## config.mk

```make
export PLATFORM = sky130hd
export DESIGN_NAME = idsp_ram
export DESIGN_NICKNAME = d
export VERILOG_FILES = /design/src/idsp_ram.sv
export SDC_FILE = /design/constraint.sdc
export NUM_CORES = 2
export LEC_CHECK = 0
export ABC_CLOCK_PERIOD_IN_PS = 3500
export BUFFER_PORTS_ARGS = -buffer_cell sky130_fd_sc_hd__buf_4
export CAP_MARGIN = 15
export CORE_AREA = 4 4 263 522
export DETAILED_ROUTE_END_ITERATION = 12
export DIE_AREA = 0 0 267 526
export GPL_TIMING_DRIVEN = 0
export PLACE_DENSITY_LB_ADDON = 0.1
export SLEW_MARGIN = 25
export SYNTH_ARGS = -nofsm -noshare
export SYNTH_HDL_FRONTEND = slang
export SYNTH_SLANG_ARGS = --single-unit
```

## constraint.sdc

```tcl
create_clock -name clk -period 3.5 [get_ports clk]
set_input_delay 0.525 -clock clk [delete_from_list [all_inputs] [get_ports clk]]
set_output_delay 0.525 -clock clk [all_outputs]
set_load 0.02 [all_outputs]
```

## src/idsp_ram.sv

```systemverilog
`timescale 1ns / 1ps
`default_nettype none
// ----------------------------------------------------------------------------
// idsp_ram
// generic simple dual port ram, one write port and one registered read port
// ----------------------------------------------------------------------------
module idsp_ram #(
    parameter int WIDTH = 8,
    parameter int DEPTH = 256,
    localparam int AW   = $clog2(DEPTH)
) (
    input  wire logic             clk,
    input  wire logic             we,
    input  wire logic [AW-1:0]    waddr,
    input  wire logic [WIDTH-1:0] wdata,
    input  wire logic [AW-1:0]    raddr,
    output logic      [WIDTH-1:0] rdata
);

    logic [WIDTH-1:0] mem_reg [DEPTH];
    logic [WIDTH-1:0] rdata_reg;

    always_ff @(posedge clk)
    begin
        if (we)
        begin
            mem_reg[waddr] <= wdata;
        end
        rdata_reg <= mem_reg[raddr];
    end

    assign rdata = rdata_reg;

endmodule
`default_nettype wire

```

==> summary.txt <==
Setup-failing EPs final - 6
CTS root buf - clkbuf_16
largest cells by area after synthesis - edfxtp_1 77%, mux4_2 13%, mux2i_1 1.7%
FF-to-FF path depth - 6
I/O pin total - 34
Initial Util - 0.599
Synth top area share - 0.773
Post-Synth Simple-Gate Area - 0.0263
Final Util - 0.667
status - complete, but fails checks
RSZ-0062 raised after global routing - false
final setup margin - -195 ps
synthesis-to-layout area growth - 11.5%
Crit Path Max Fanout - 10
Cell Area, Placed - 0.0829 mm²
Tmin final - 3690 ps
design area - 0.0887 mm²
worst hold path depth - 1
Clk pwr share - 0.391
H-tree depth - 4
Post-Syn Nets - 3759
logic gate share of total power - 0.062
YS warnings - 0
CTS Buf Count - 168
Seq/Total Area, Yosys - 0.775
sequential share of power - 0.547
DRT Pass-1 Iters - 8
final hold violations - 0
CTS Hold Buffers Added - 0
DR vias/cell - 7.06
std cell rows - 189
Switching Power - 11.0 mW
Worst setup SP type - input port
area leader, netlist - edfxtp_1
Hold Crit Start - wdata[2]
Clock Sinks - 2056
worst ir drop on vdd - 601 µV
largest net degree at the start of global routing - 119
Clock Skew - 19.8 ps
DRC - 0
Crit Reg-Reg Startpoint - mem_reg[83][3]
via count - 41.1k
commonest cells in the netlist - 2048 x edfxtp_1, 454 x mux4_2, 282 x nor2_1, 134 x mux2i_1, 133 x a22oi_1
Synth cell types - 55
die height - 526 µm
Slew headroom - 0.198
Post-synth EDFFs - 2048
final period utilization - 1.06
arrival time at the worst endpoint - 4360 ps
Clk pin slew, worst setup/hold paths - 70 ps
1st-iter DRT viols - 5330
Post-layout nets - 3989
max reg flops - 2048
DP HPWL - 172 mm
Worst Path Required - 4160 ps
Max-cap violations - 0
clock buffer depth - 3
Avg WL per Cell - 42.1 µm
number of global-route vias before repair - 41.4k
Mapped Avg Cell Area - 21.3 µm²
Worst Tran Pin Value - 1190 ps
routed wire length - 245 mm
layout cell share with drive strength beyond 1 - 0.236
Die Width - 267 µm
adder and majority gate portion of the synthesized area - 0
compound-cell area share of the yosys netlist - 0.0342
initial antenna violation count - 12
failing checks - setup timing
routability congestion estimate - 0.961
HP Class - input port to flip-flop
Remaining Overflow, GRT - 0
sw frac - 0.222
All-Layer GR Usage - 0.354
CTS tree - done
max-slew violation count - 0
XOR/XNOR share of the synthesized area - 0
Power per Cell Area - 559 mW/mm²
Worst-Skew Late Latency - 840 ps
P_leak - 27.4 nW
#FFs+latches synth - 2056
Crit. Startpoint - raddr[3]
most common cell in the netlist - edfxtp_1
Final ANT Viol Nets - 0
fmax - 271 MHz
Synth Instances - 3733
Synth Cell Area - 0.0796 mm²
Core ar. - 0.133 mm²
Port Buffer Count - 26
Top FF cell, synth - edfxtp_1
Internal Pwr Total - 38.6 mW
CP Capture Type - flip-flop
pre-CTS setup slack - -1610 ps
largest family of logic cells by synthesized area - multiplexers
Crit Path Class - input port to flip-flop
mux contribution to synthesized area - 0.146
global-route wire length before repair - 333 mm
fraction of registers with async set/reset - 0
Post-CTS Setup Bufs - 0
die area - 0.140 mm²
[placed cells by master, fill, tap and decap left out, drive strengths merged, types with 4 or more instances in the layout]
master    Yosys  routed
diode         0       6
o221ai       47      47
nor2        282     282
a22o          8       8
a21oi        96      96
nor4         27      27
clkbuf      111     312
nor2b        31      31
o211ai       10      10
inv           1      10
or2           4       4
a221oi       14      14
dfxtp         8       8
bufinv        0      19
nand3        34      34
buf         122     180
o21ai        12      12
edfxtp     2048    2048
mux2i       134     134
mux4        456     456
nor3         22      22
a2111oi       5       5
and2          6       6
o22a          5       5
a211oi       16      16
clkinv        1      80
a22oi       133     133
nand2        33      33
clkinvlp      0       5
nand2b        8       8
o22ai        28      28
nand4        10      10
o32ai         5       5
[layer usage]
layer,wire (µm),vias to the layer above,GRT usage
met5,30,-,0
met4,24900,4,0.283
met3,20000,745,0.0658
met2,125000,2621,0.590
met1,75100,21638,0.400
li1,-,16133,-
[metrics by stage]
step                setup TNS, ps  hold WS (ps)  instances  total power, mW
finish                       -714          77.4       5831             49.6
global route                    0          78.7       5826             50.7
CTS                         -10.9          59.5       5825             49.6
detailed placement        -118380           938       5512             30.6
global placement          -399050           940       5478             30.5
floorplan                       0           624       3733             29.0
[critical path, cell delays in order]
cell and delay [ps]:
buf_4 130, clkbuf_2 400, clkbuf_1 580, nand2_1 500, o21ai_0 410, a2111oi_1 1050, nor3_1 160, nor4_2 570
[kinds of logic after synthesis]
family | Yosys count
simple gates | 466
buf+inv | 235
compound gates | 385
flops | 2056
mux | 591
[power by group through the flow]
stage / combinational [mW] / sequential, mW / clock [mW]
3_3_place_gp: 2.81 / 27.7 / 0
2_1_floorplan: 1.32 / 27.7 / 0
5_1_grt: 3.07 / 27.1 / 20.5
4_1_cts: 2.99 / 27.1 / 19.4
6_report: 3.05 / 27.1 / 19.4
3_5_place_dp: 2.97 / 27.7 / 0
[final timing paths]
| kind | slack, ps | to |
|---|---|---|
| setup / recovery | -190 | rdata[0] |
| hold / removal | 80 | mem_reg[70][2] |
| setup reg to reg | 320 | rdata[3] |
| hold reg to reg | 1400 | rdata[2] |
[repair_timing]
item | CTS | global route
gates resized for setup | 34 | 14
endpoints found under the hold margin | 0 | 0
endpoints found under the setup margin | 8 | 6
[cell type report]
| cell class | count | area [µm²] |
|---|---|---|
| Inverter | 2 | 7.51 |
| Fill cell | 8652 | 44200 |
| Clock inverter | 112 | 1140 |
| Clock buffer | 201 | 4420 |
| Sequential cell | 2056 | 61700 |
| Tap cell | 1719 | 2150 |
| Timing Repair Buffer | 60 | 1080 |
| Buffer | 233 | 1540 |
| Multi-Input combinational cell | 1442 | 16700 |
| Antenna cell | 6 | 15.0 |
(Power assumes the default switching activity.)
