<file path="src/idsp_pkg.sv">
`timescale 1ns / 1ps
`default_nettype none
// ----------------------------------------------------------------------------
// idsp_pkg
// shared constants and types for the incremental dag shortest path block
// ----------------------------------------------------------------------------
package idsp_pkg;

    // edge store word geometry
    localparam int WORD_BITS  = 64;
    localparam int WORD_SHIFT = 6;

    // field widths
    localparam int NODE_W = 8;
    localparam int DIST_W = 8;
    localparam int CFG_W  = 9;

    // node count limits
    localparam int DEF_MAX_NODES    = 256;
    localparam int MIN_NODES        = 3;
    localparam int NODE_COUNT_RESET = 256;

    // result of the lowest set bit search over one edge word
    typedef struct packed {
        logic                  hit;
        logic [WORD_SHIFT-1:0] idx;
    } pick_t;

endpackage
`default_nettype wire

</file>
<file path="src/idsp_pick.sv">
`timescale 1ns / 1ps
`default_nettype none
// ----------------------------------------------------------------------------
// idsp_pick
// lowest set bit finder over one edge word, byte level then bit level
// ----------------------------------------------------------------------------
module idsp_pick (
    input  wire logic [idsp_pkg::WORD_BITS-1:0] bits,
    output idsp_pkg::pick_t                     pick
);
    import idsp_pkg::*;

    localparam int BYTES = WORD_BITS / 8;
    localparam int BSW   = $clog2(BYTES);

    logic [BYTES-1:0] byte_any;
    logic [BSW-1:0]   byte_sel;
    logic [7:0]       byte_bits;
    logic [2:0]       bit_sel;

    always_comb
    begin
        for (int b = 0; b < BYTES; b++)
        begin
            byte_any[b] = |bits[b*8 +: 8];
        end

        // scan downward so the lowest nonzero byte wins
        byte_sel = '0;
        for (int b = BYTES - 1; b >= 0; b--)
        begin
            if (byte_any[b])
            begin
                byte_sel = BSW'(b);
            end
        end

        byte_bits = bits[byte_sel*8 +: 8];

        bit_sel = '0;
        for (int i = 7; i >= 0; i--)
        begin
            if (byte_bits[i])
            begin
                bit_sel = 3'(i);
            end
        end

        pick.hit = |byte_any;
        pick.idx = {byte_sel, bit_sel};
    end

endmodule
`default_nettype wire

</file>
<file path="config.mk">
export PLATFORM = sky130hd
export DESIGN_NAME = idsp_pick
export DESIGN_NICKNAME = d
export VERILOG_FILES = /design/src/idsp_pkg.sv /design/src/idsp_pick.sv
export SDC_FILE = /design/constraint.sdc
export NUM_CORES = 1
export LEC_CHECK = 0
export ABC_AREA = 1
export ABC_CLOCK_PERIOD_IN_PS = 5500
export BUFFER_PORTS_ARGS = -buffer_cell sky130_fd_sc_hd__buf_2
export CAP_MARGIN = 20
export CORE_ASPECT_RATIO = 0.9
export CORE_MARGIN = 2
export CORE_UTILIZATION = 40
export DETAILED_ROUTE_END_ITERATION = 10
export PLACE_DENSITY = 0.85
export RECOVER_POWER = 50
export SLEW_MARGIN = 20
export SYNTH_ARGS = -nofsm -noshare
export SYNTH_HDL_FRONTEND = slang
export SYNTH_SLANG_ARGS = --single-unit
</file>
<file path="constraint.sdc">
create_clock -name vclk -period 5.5
set_clock_uncertainty 0.1 [all_clocks]
set_input_delay 1.1 -clock vclk [all_inputs]
set_output_delay 1.1 -clock vclk [all_outputs]
set_load 0.1 [all_outputs]
</file>
==> results of run 1 <==
==> critical path, cell delays in order <==
cell     delay, ns
buf_2         0.10
nor4_1        0.40
and2_2        0.25
nand2_2       0.07
nand2_4       0.12
nand2_8       0.15
inv_4         0.23
nand2_1       0.11
a21oi_2       0.15
nor3_2        0.05
nand2_2       0.09
inv_1         0.05
nand2_1       0.06
nand2_1       0.06
a21oi_2       0.12
buf_2         0.44
==> cell type report <==
type	count	area, um2	share of cell area [%]
Multi-Input combinational cell	178	925	63.0
Timing Repair Buffer	71	352	24.0
Inverter	36	141	9.63
Tap cell	40	50.0	3.41
==> power by group through the flow <==
stage                     combinational (uW)  clock [uW]  sequential (uW)
after floorplan                         37.1           0                0
after global placement                  69.2           0                0
after detailed placement                69.6           0                0
after CTS                               69.9           0                0
after global routing                    77.6           0                0
final                                   69.9           0                0
==> metal layers <==
| layer | routed length [um] | up-vias | share of wire, % | GRT usage (%) |
|---|---|---|---|---|
| met5 | 0 | - | 0 | 0 |
| met4 | 46 | 0 | 1.3 | 3.70 |
| met3 | 309 | 4 | 8.7 | 0.473 |
| met2 | 1670 | 83 | 47 | 39.7 |
| met1 | 1510 | 684 | 43 | 28.0 |
| li1 | - | 835 | - | - |
==> cell usage after synthesis <==
master,n
a21oi_1,1
nand3_1,31
nand3_2,1
nor2_4,1
and2_2,1
nand2_4,2
and3_2,1
nor4_1,4
nand4_1,2
nor3b_2,1
a21oi_2,3
or2_1,1
clkinv_2,1
nand2_1,56
nor3_1,2
nand2_2,4
nor2_2,9
a211oi_1,1
inv_2,4
buf_8,1
nor2_1,35
buf_6,5
nand2_8,1
a221oi_2,1
o221ai_1,1
o211ai_1,3
nor3_2,1
inv_4,2
o211ai_2,1
o21ai_1,6
o21ai_0,2
o21ai_2,5
inv_1,29
and2_1,1
==> path summary, 6_finish.rpt <==
path                 start      end  slack (ns)  depth (start not counted)
setup / recovery  bits[21]  pick[0]        0.74                         16
hold / removal     bits[0]  pick[0]        2.63                          5
==> stage by stage <==
step	hold WS, ns	cell area (um2)	cells
6_report	2.63	1470	325
4_1_cts	2.64	1470	325
5_1_grt	2.66	1470	325
2_1_floorplan	2.37	1140	220
3_3_place_gp	2.62	1470	325
3_5_place_dp	2.64	1470	325
==> cells by family (layout without fill, tap and decap cells) <==
family                 Yosys count  count (layout)  share of synthesized area (%)
and+or+nand+nor                154             154                           65.2
AOI/OAI and AO/OA               24              24                           16.0
buffers and inverters           42             107                           18.8
==> impl_results.md, run 1 <==
* Final setup violation count at 0
* Seq cells at 0
* First-pass GRT wire length at approximately 5.5 mm
* Via Count at 1606
* Largest net degree at the start of global routing at 33
* Hold_buf cts at 0
* Sequential fraction of the synthesis area at 0%
* NetSw at 40.1 uW
* Die width at between 60 and 70 um
* CP Data Arrival Time at about 3.6 ns
* Share of post-route cells with drive strength above 1 at 37.9%
* Unrepaired setup endpoints after global routing: no
* Pwr/cell area at 47.6 nW/um2
* N_diodes at 0
* Fillcell total at 311
* Avg WL per Cell at 10.9 um
* Slew Viols, Final at 0
* Avg Synthesized Cell Area at 5.15 um2
* Initial antenna violation count at 0
* Starting DRT DRC Count at 109
* Max Fclk at about 0.21 GHz
* Die area at 3280 um2
* Commonest non-fill, non-tap cell in the layout: buf_2
* Max_cap viols at 0
* Setup TNS at 0 ns
* Synth top area cells: nand2_1 (19%), nand3_1 (14%), nor2_1 (12%), inv_1 (9.6%), buf_6 (5.0%)
* Storage element area at 0 um2
* Total global-route track usage at 21.4%
* I/O Pins at 71
* DRT Wirelength at 3.54 mm
* Hold WC Path Type: in -> out
* Syn Nets at 284
* Synth cell types at 34
* PnR worst setup slack at about 0.74 ns
* Pre-Repair DR Iteration Count at 4
* Clock buffers at 0
* P_int at 29.8 uW
* Synth Instances at 220
* Switching part of the total at 57.3%
* Vias in the first global route at 1393
* Global placer's final weighted congestion at 0.963
* Maximum VDD drop at 0.0000181 V
* Core footprint at 2730 um2
* Leak Pwr at 0.000794 uW
* Status: finished, final reports clean
* Synth warnings at 0
* Cell Area, Synth at 1130 um2
* Post-synth top area cell: nand2_1
* Die Y at 54.5 um
* Worst Path Required at 4.30 ns
* Most frequent cells in the layout: buf_2 (68), nand2_1 (56), nor2_1 (35)
* Max FO, Critical Path at 32
* Std cell rows at 18
* Post-CTS setup buffers at 0
* Slew headroom at 23.0%
* Dpl ws at 0.798 ns
* Worst Setup Start Kind: input pin
* Combinational share of power at 100.0%
* Final antenna-violating net count at 0
* Sequential share of power at 0%
* Final #Nets at 351
* Area Overhead vs Synth at 29.5%
* Top cell type's share of synthesized area at a little under a fifth
* Input/output buffers at between 70 and 80
* Final hold vios at 0
* Final min period at about 4.8 ns
* Final HPWL DP at 3.08 mm
* Power, Total at 69.9 uW
* Final Cycle Share at 86.6%
* Drt drc at 0
* Tightest Pin Transition at 1.16 ns
* Starting Density at 41.6%
* Fin util at between 50% and 60%
* Clock network power share at 0%
* Worst setup EP type: output pin
* Congestion Overflow GR at 0
* Post-cts sizing count at 0
* Via density at about 5
* WS Path Type: in -> out
Power figures use the tool's default switching activity.
==> run 2: changes to the inputs <==
Settings changed: CELL_PAD_IN_SITES_DETAIL_PLACEMENT set to 1, CELL_PAD_IN_SITES_GLOBAL_PLACEMENT set to 2, CORE_ASPECT_RATIO 0.9 to 1.5, CORE_UTILIZATION 40 to 21, PLACE_DENSITY 0.85 to 0.95.
==> run 2 against run 1 <==
Compared with the run above:
- power rose by 3.1%
- worst setup slack got worse by 0.030 ns
- hold slack improved by 0.0013 ns
- first-iteration DRC count fell by 64%
- via count fell by 1.4%
- global-route usage fell by 6.7 points
- die area rose by 84%
- combinational power rose by 3.1%
- final cell count rose by 8.6%
- flip-flop and latch count did not move
- critical path depth did not move
- largest power group unchanged
- highest routed layer unchanged
==> impl_results.md, run 2 (synthesis gave the netlist of run 1 again) <==
* CP max stage cell: nor4_1 (was buf_2)
* Post-CTS setup buffers at 0 (unchanged)
* First-pass GRT wire length at 7.17 mm (was 5.54 mm)
* Final min period at 4.79 ns (was 4.76 ns)
* Commonest non-fill, non-tap cell in the layout: buf_2 (unchanged)
* Unrepaired setup endpoints after global routing: no (unchanged)
* Vias in the first global route at 1561 (was 1393)
* Avg WL per Cell at 12.6 um (was 10.9 um)
* Starting DRT DRC Count at 39 (was 109)
* Hold_buf cts at 0 (unchanged)
* Starting Density at 21.9% (was 41.6%)
* Largest net degree at the start of global routing at 33 (unchanged)
* Worst setup EP type: output pin (unchanged)
* Pwr/cell area at 48.0 nW/um2 (was 47.6 nW/um2)
* Via density at 4.49 (was 4.94)
* Clock network power share at 0% (about the same)
* Tightest Pin Transition at 1.17 ns (was 1.16 ns)
* Clock buffers at 0 (unchanged)
* Final #Nets at 351 (unchanged)
* Max_cap viols at 0 (unchanged)
* Total global-route track usage at 14.7% (was 21.4%)
* Hold_sp: bits[0] (unchanged)
* Final HPWL DP at 4.02 mm (was 3.08 mm)
* P_int at 29.9 uW (was 29.8 uW)
* Post-cts sizing count at 0 (unchanged)
* Die area at 6010 um2 (was 3280 um2)
* Area Overhead vs Synth at 32.6% (was 29.5%)
* Maximum VDD drop at 0.0000147 V (was 0.0000181 V)
* Status: finished, final reports clean (unchanged)
* Worst Setup Start Kind: input pin (unchanged)
* Drt drc at 0 (unchanged)
* Buf/Inv on CP at 4 (unchanged)
* WS Path Type: in -> out (unchanged)
* Slew headroom at 22.1% (was 23.0%)
* Seq cells at 0 (unchanged)
* Fillcell total at 755 (was 311)
* Setup TNS at 0 ns (unchanged)
* Via Count at 1584 (was 1606)
* Switching part of the total at 58.5% (was 57.3%)
* Max Fclk at 0.209 GHz (was 0.210 GHz)
* Die width at 64.0 um (was 60.1 um)
* Final antenna-violating net count at 0 (unchanged)
* Initial antenna violation count at 0 (unchanged)
* Combinational share of power at 100.0% (about the same)
* CP peak stage delay at 0.43 ns (was 0.44 ns)
* Hold_ws at 2.63 ns (about the same)
* Most frequent CP cell: nand2_1 (unchanged)
* NetSw at 42.2 uW (was 40.1 uW)
* Std cell rows at 32 (was 18)
* Input/output buffers at 71 (unchanged)
* CP Depth at 16 (unchanged)
* CP Data Arrival Time at 3.59 ns (was 3.56 ns)
* Most frequent cells in the layout: buf_2 (68), nand2_1 (56), nor2_1 (35) (unchanged)
* Congestion Overflow GR at 0 (unchanged)
* Global placer's final weighted congestion at 0.785 (was 0.963)
* I/O Pins at 71 (unchanged)
* Crit path max-delay family: simple AND/OR/NAND/NOR gates (unchanged)
* Final Cycle Share at 87.1% (was 86.6%)
* Hold Crit Depth at 5 (unchanged)
* Storage element area at 0 um2 (unchanged)
* Leak Pwr at 0.000794 uW (unchanged)
* Crit path cell chain: buf_2 > nor4_1 > and2_2 > nand2_2 > nand2_4 > nand2_8 > inv_4 > nand2_1 > nand3_1 > nand3_1 > nand2_2 > inv_1 > nand2_1 > nand2_1 > a21oi_2 > buf_2 (was buf_2 > nor4_1 > and2_2 > nand2_2 > nand2_4 > nand2_8 > inv_4 > nand2_1 > a21oi_2 > nor3_2 > nand2_2 > inv_1 > nand2_1 > nand2_1 > a21oi_2 > buf_2)
* Worst Path Required at 4.30 ns (about the same)
* Sequential share of power at 0% (about the same)
* Final hold vios at 0 (unchanged)
* Slew Viols, Final at 0 (unchanged)
* Share of post-route cells with drive strength above 1 at 37.9% (unchanged)
* Max FO, Critical Path at 32 (unchanged)
* Pre-Repair DR Iteration Count at 4 (unchanged)
* DRT Wirelength at 4.45 mm (was 3.54 mm)
* Die Y at 94.0 um (was 54.5 um)
* N_diodes at 0 (unchanged)
* Hold WC Path Type: in -> out (unchanged)
* Core footprint at 5160 um2 (was 2730 um2)
* Hold EP: pick[0] (unchanged)
* Final setup violation count at 0 (unchanged)
[run 2: metal layers]
| metal | up-vias | track usage (%) | part of all wire, % |
|---|---|---|---|
| met5 | - | 0 | 0 |
| met4 | 0 | 1.63 | 1.2 |
| met3 | 4 | 0.480 | 2.7 |
| met2 | 35 | 31.1 | 60 |
| met1 | 709 | 15.9 | 36 |
| li1 | 836 | - | - |
[run 2: tightest hold or removal path: stages]
cell      delay [ns]
buf_2           0.10
a221oi_2        0.05
nand2_1         0.06
a21oi_2         0.04
buf_2           0.28
[run 2: metrics by stage]
stage | cell area [um2] | util [%] | cells | total power [uW] | setup WS (ns)
after floorplan | 1140 | - | 220 | 37.1 | 0.229
after global routing | 1500 | 29.1 | 353 | 80.2 | 0.464
final | 1500 | 29.1 | 353 | 72.1 | 0.708
after CTS | 1510 | 29.2 | 353 | 73.3 | 0.671
after global placement | 1510 | 29.2 | 353 | 72.2 | 0.766
after detailed placement | 1510 | 29.2 | 353 | 73.0 | 0.690
[run 2: area by class of cell]
cell class | count | area [um2] | share of cell area, %
repair buffers | 71 | 352 | 23.4
inverters | 36 | 141 | 9.41
well taps | 68 | 85.1 | 5.66
multi-input cells | 178 | 925 | 61.5
[run 2: worst max-delay path by stage]
stage / start / to
finish: bits[21] / pick[0]
global route: bits[21] / pick[0]
floorplan: bits[1] / pick[0]
global placement: bits[19] / pick[0]
CTS: bits[21] / pick[0]
detailed placement: bits[21] / pick[0]
[run 2: power groups by stage]
stage / clock network, uW / registers, uW / logic, uW
global placement: 0 / 0 / 72.2
detailed placement: 0 / 0 / 73.0
floorplan: 0 / 0 / 37.1
finish: 0 / 0 / 72.1
global route: 0 / 0 / 80.2
CTS: 0 / 0 / 73.3
==> run 3: changes to the inputs <==
Settings changed: ABC_AREA 1 to 0, CORE_UTILIZATION 21 to 22, SKIP_LAST_GASP set to 1.
==> run 3 against run 2 <==
Compared with the run above:
- first-iteration DRC count decreased by 59%
- final area decreased by 11%
- die area is 27% lower
- highest routed layer unchanged
- critical endpoint is now pick[1]
- largest cell class unchanged
==> impl_results.md, run 3 <==
* Synth Instances at 105 (was 220)
* Synth cell count leaders: a21oi_1 (15), a221o_1 (7), nor4_1 (7) (was nand2_1 (56), nor2_1 (35), nand3_1 (31))
* Final setup violation count at 0 (unchanged)
* Sequential share of power at 0% (about the same)
* Slew headroom at 22.4% (was 22.1%)
* NetSw at 40.7 uW (was 42.2 uW)
* Maximum VDD drop at 0.0000200 V (was 0.0000147 V)
* Slew Viols, Final at 0 (unchanged)
* Max_cap viols at 0 (unchanged)
* Synth top area cells: a21oi_1 (8.8%), a221o_1 (8.2%), nor4_2 (7.3%), or4_1 (5.3%), or4_4 (5.3%) (was nand2_1 (19%), nand3_1 (14%), nor2_1 (12%), inv_1 (9.6%), buf_6 (5.0%))
* Max FO, Critical Path at 12 (was 32)
* Seq cells at 0 (unchanged)
* DP Area at 1340 um2 (was 1510 um2)
* Cell area after layout at 1330 um2 (was 1500 um2)
* Storage element area at 0 um2 (unchanged)
* Status: finished, final reports clean (unchanged)
* Share of post-route cells with drive strength above 1 at 57.7% (was 37.9%)
* Count leader, synth: a21oi_1 (was nand2_1)
* Global placer's final weighted congestion at 0.875 (was 0.785)
* Final #Nets at 241 (was 351)
* Tightest Pin Transition at 1.17 ns (about the same)
* Commonest non-fill, non-tap cell in the layout: buf_2 (unchanged)
* Via density at 5.76 (was 4.49)
* Die Y at 80.4 um (was 94.0 um)
* Pre-Repair DR Iteration Count at 4 (unchanged)
* Largest net degree at the start of global routing at 14 (was 33)
* Via Count at 1256 (was 1584)
* Area Overhead vs Synth at 55.8% (was 32.6%)
* DRT Wirelength at 3.84 mm (was 4.45 mm)
* Most frequent cells in the layout: buf_2 (65), a21oi_1 (15), nor4_1 (7), a221o_1 (7), or4_1 (6) (was buf_2 (68), nand2_1 (56), nor2_1 (35))
* Hold WC Path Type: in -> out (unchanged)
* Final min period at 5.20 ns (was 4.79 ns)
* Non-filler cells, final at 218 (was 353)
* P_int at 34.7 uW (was 29.9 uW)
* Syn Nets at 169 (was 284)
* Initial antenna violation count at 0 (unchanged)
* Top cell type's share of synthesized area at 8.77% (was 18.5%)
* Std cell rows at 27 (was 32)
* Die area at 4420 um2 (was 6010 um2)
* Worst setup EP type: output pin (unchanged)
* Placed Cells at 218 (was 353)
* Vias in the first global route at 1342 (was 1561)
* Final HPWL DP at 3.46 mm (was 4.02 mm)
* Die width at 54.9 um (was 64.0 um)
* Final Cycle Share at 94.6% (was 87.1%)
* Hold_buf cts at 0 (unchanged)
* Hold_sp: bits[1] (was bits[0])
* Post-CTS setup buffers at 0 (unchanged)
* Cell Area, Synth at 856 um2 (was 1130 um2)
* Switching part of the total at 54.0% (was 58.5%)
* Pwr/cell area at 56.5 nW/um2 (was 48.0 nW/um2)
* Final hold vios at 0 (unchanged)
* Critical Path Source: bits[37] (was bits[21])
* Core footprint at 3720 um2 (was 5160 um2)
* Unrepaired setup endpoints after global routing: no (unchanged)
* Worst Setup Start Kind: input pin (unchanged)
* Starting Density at 23.0% (was 21.9%)
* Starting DRT DRC Count at 16 (was 39)
* Max Fclk at 0.192 GHz (was 0.209 GHz)
* Clock network power share at 0% (about the same)
* Total global-route track usage at 18.5% (was 14.7%)
* Drt drc at 0 (unchanged)
* Combinational share of power at 100.0% (about the same)
* First-pass GRT wire length at 6.22 mm (was 7.17 mm)
* Avg Synthesized Cell Area at 8.15 um2 (was 5.15 um2)
* Sequential fraction of the synthesis area at 0% (unchanged)
* Avg WL per Cell at 17.6 um (was 12.6 um)
* Congestion Overflow GR at 0 (unchanged)
* Post-cts sizing count at 0 (unchanged)
* N_diodes at 0 (unchanged)
* Synth warnings at 0 (unchanged)
* Leak Pwr at 0.000532 uW (was 0.000794 uW)
* Worst Path Required at 4.30 ns (about the same)
* Hold_ws at 2.72 ns (was 2.63 ns)
* I/O Pins at 71 (unchanged)
* WS Path Type: in -> out (unchanged)
* Post-synth top area cell: a21oi_1 (was nand2_1)
* Setup TNS at 0 ns (unchanged)
* Synth cell types at 42 (was 34)
* CP Data Arrival Time at 4.00 ns (was 3.59 ns)
* Clock buffers at 0 (unchanged)
* Final antenna-violating net count at 0 (unchanged)
* Input/output buffers at 71 (unchanged)
run 3: worst paths after layout:
path  slack [ns]  cells past startpoint  endpoint
max         0.30                     10   pick[1]
min         2.72                      6   pick[2]
run 3: critical path, cell delays in order:
cell      delay, ns
buf_2          0.10
nor4_1         0.46
nand4_1        0.24
o2111a_1       0.44
buf_4          0.24
a221o_1        0.31
nor4_2         0.45
o211ai_1       0.19
a31oi_2        0.27
buf_12         0.20
run 3: area by class of cell:
type | count | area [um2]
repair buffers | 76 | 434
fillers | 501 | 2380
inverters | 2 | 11.3
well taps | 43 | 53.8
multi-input cells | 97 | 835
run 3: through the flow:
step	total power (uW)	util, %	setup slack (ns)
6_report	75.4	35.9	0.297
5_1_grt	80.7	35.9	0.0223
4_1_cts	75.4	36.0	0.297
3_5_place_dp	75.2	36.0	0.304
3_3_place_gp	74.8	36.0	0.347
2_1_floorplan	33.1	-	-0.234
run 3: cells by family (layout without fill, tap and decap cells):
group / after synthesis / count (layout) / share of synthesized area, %
compound gates: 43 / 43 / 37.7
simple gates: 51 / 51 / 49.6
mux: 3 / 3 / 5.26
buf+inv: 8 / 78 / 7.46
run 3: power groups by stage:
stage / sequential (uW) / clock (uW) / combinational (uW)
final: 0 / 0 / 75.4
after global routing: 0 / 0 / 80.7
after CTS: 0 / 0 / 75.4
after detailed placement: 0 / 0 / 75.2
after global placement: 0 / 0 / 74.8
after floorplan: 0 / 0 / 33.1
run 3: metal layers:
layer  GRT usage (%)  share of wire, %  vias to the layer above
met4            4.88               3.2                        0
met2            34.2                51                       57
met1            22.2                40                      587
met5               0                 0                        -
met3           0.558               6.5                       10
li1                -                 -                      602
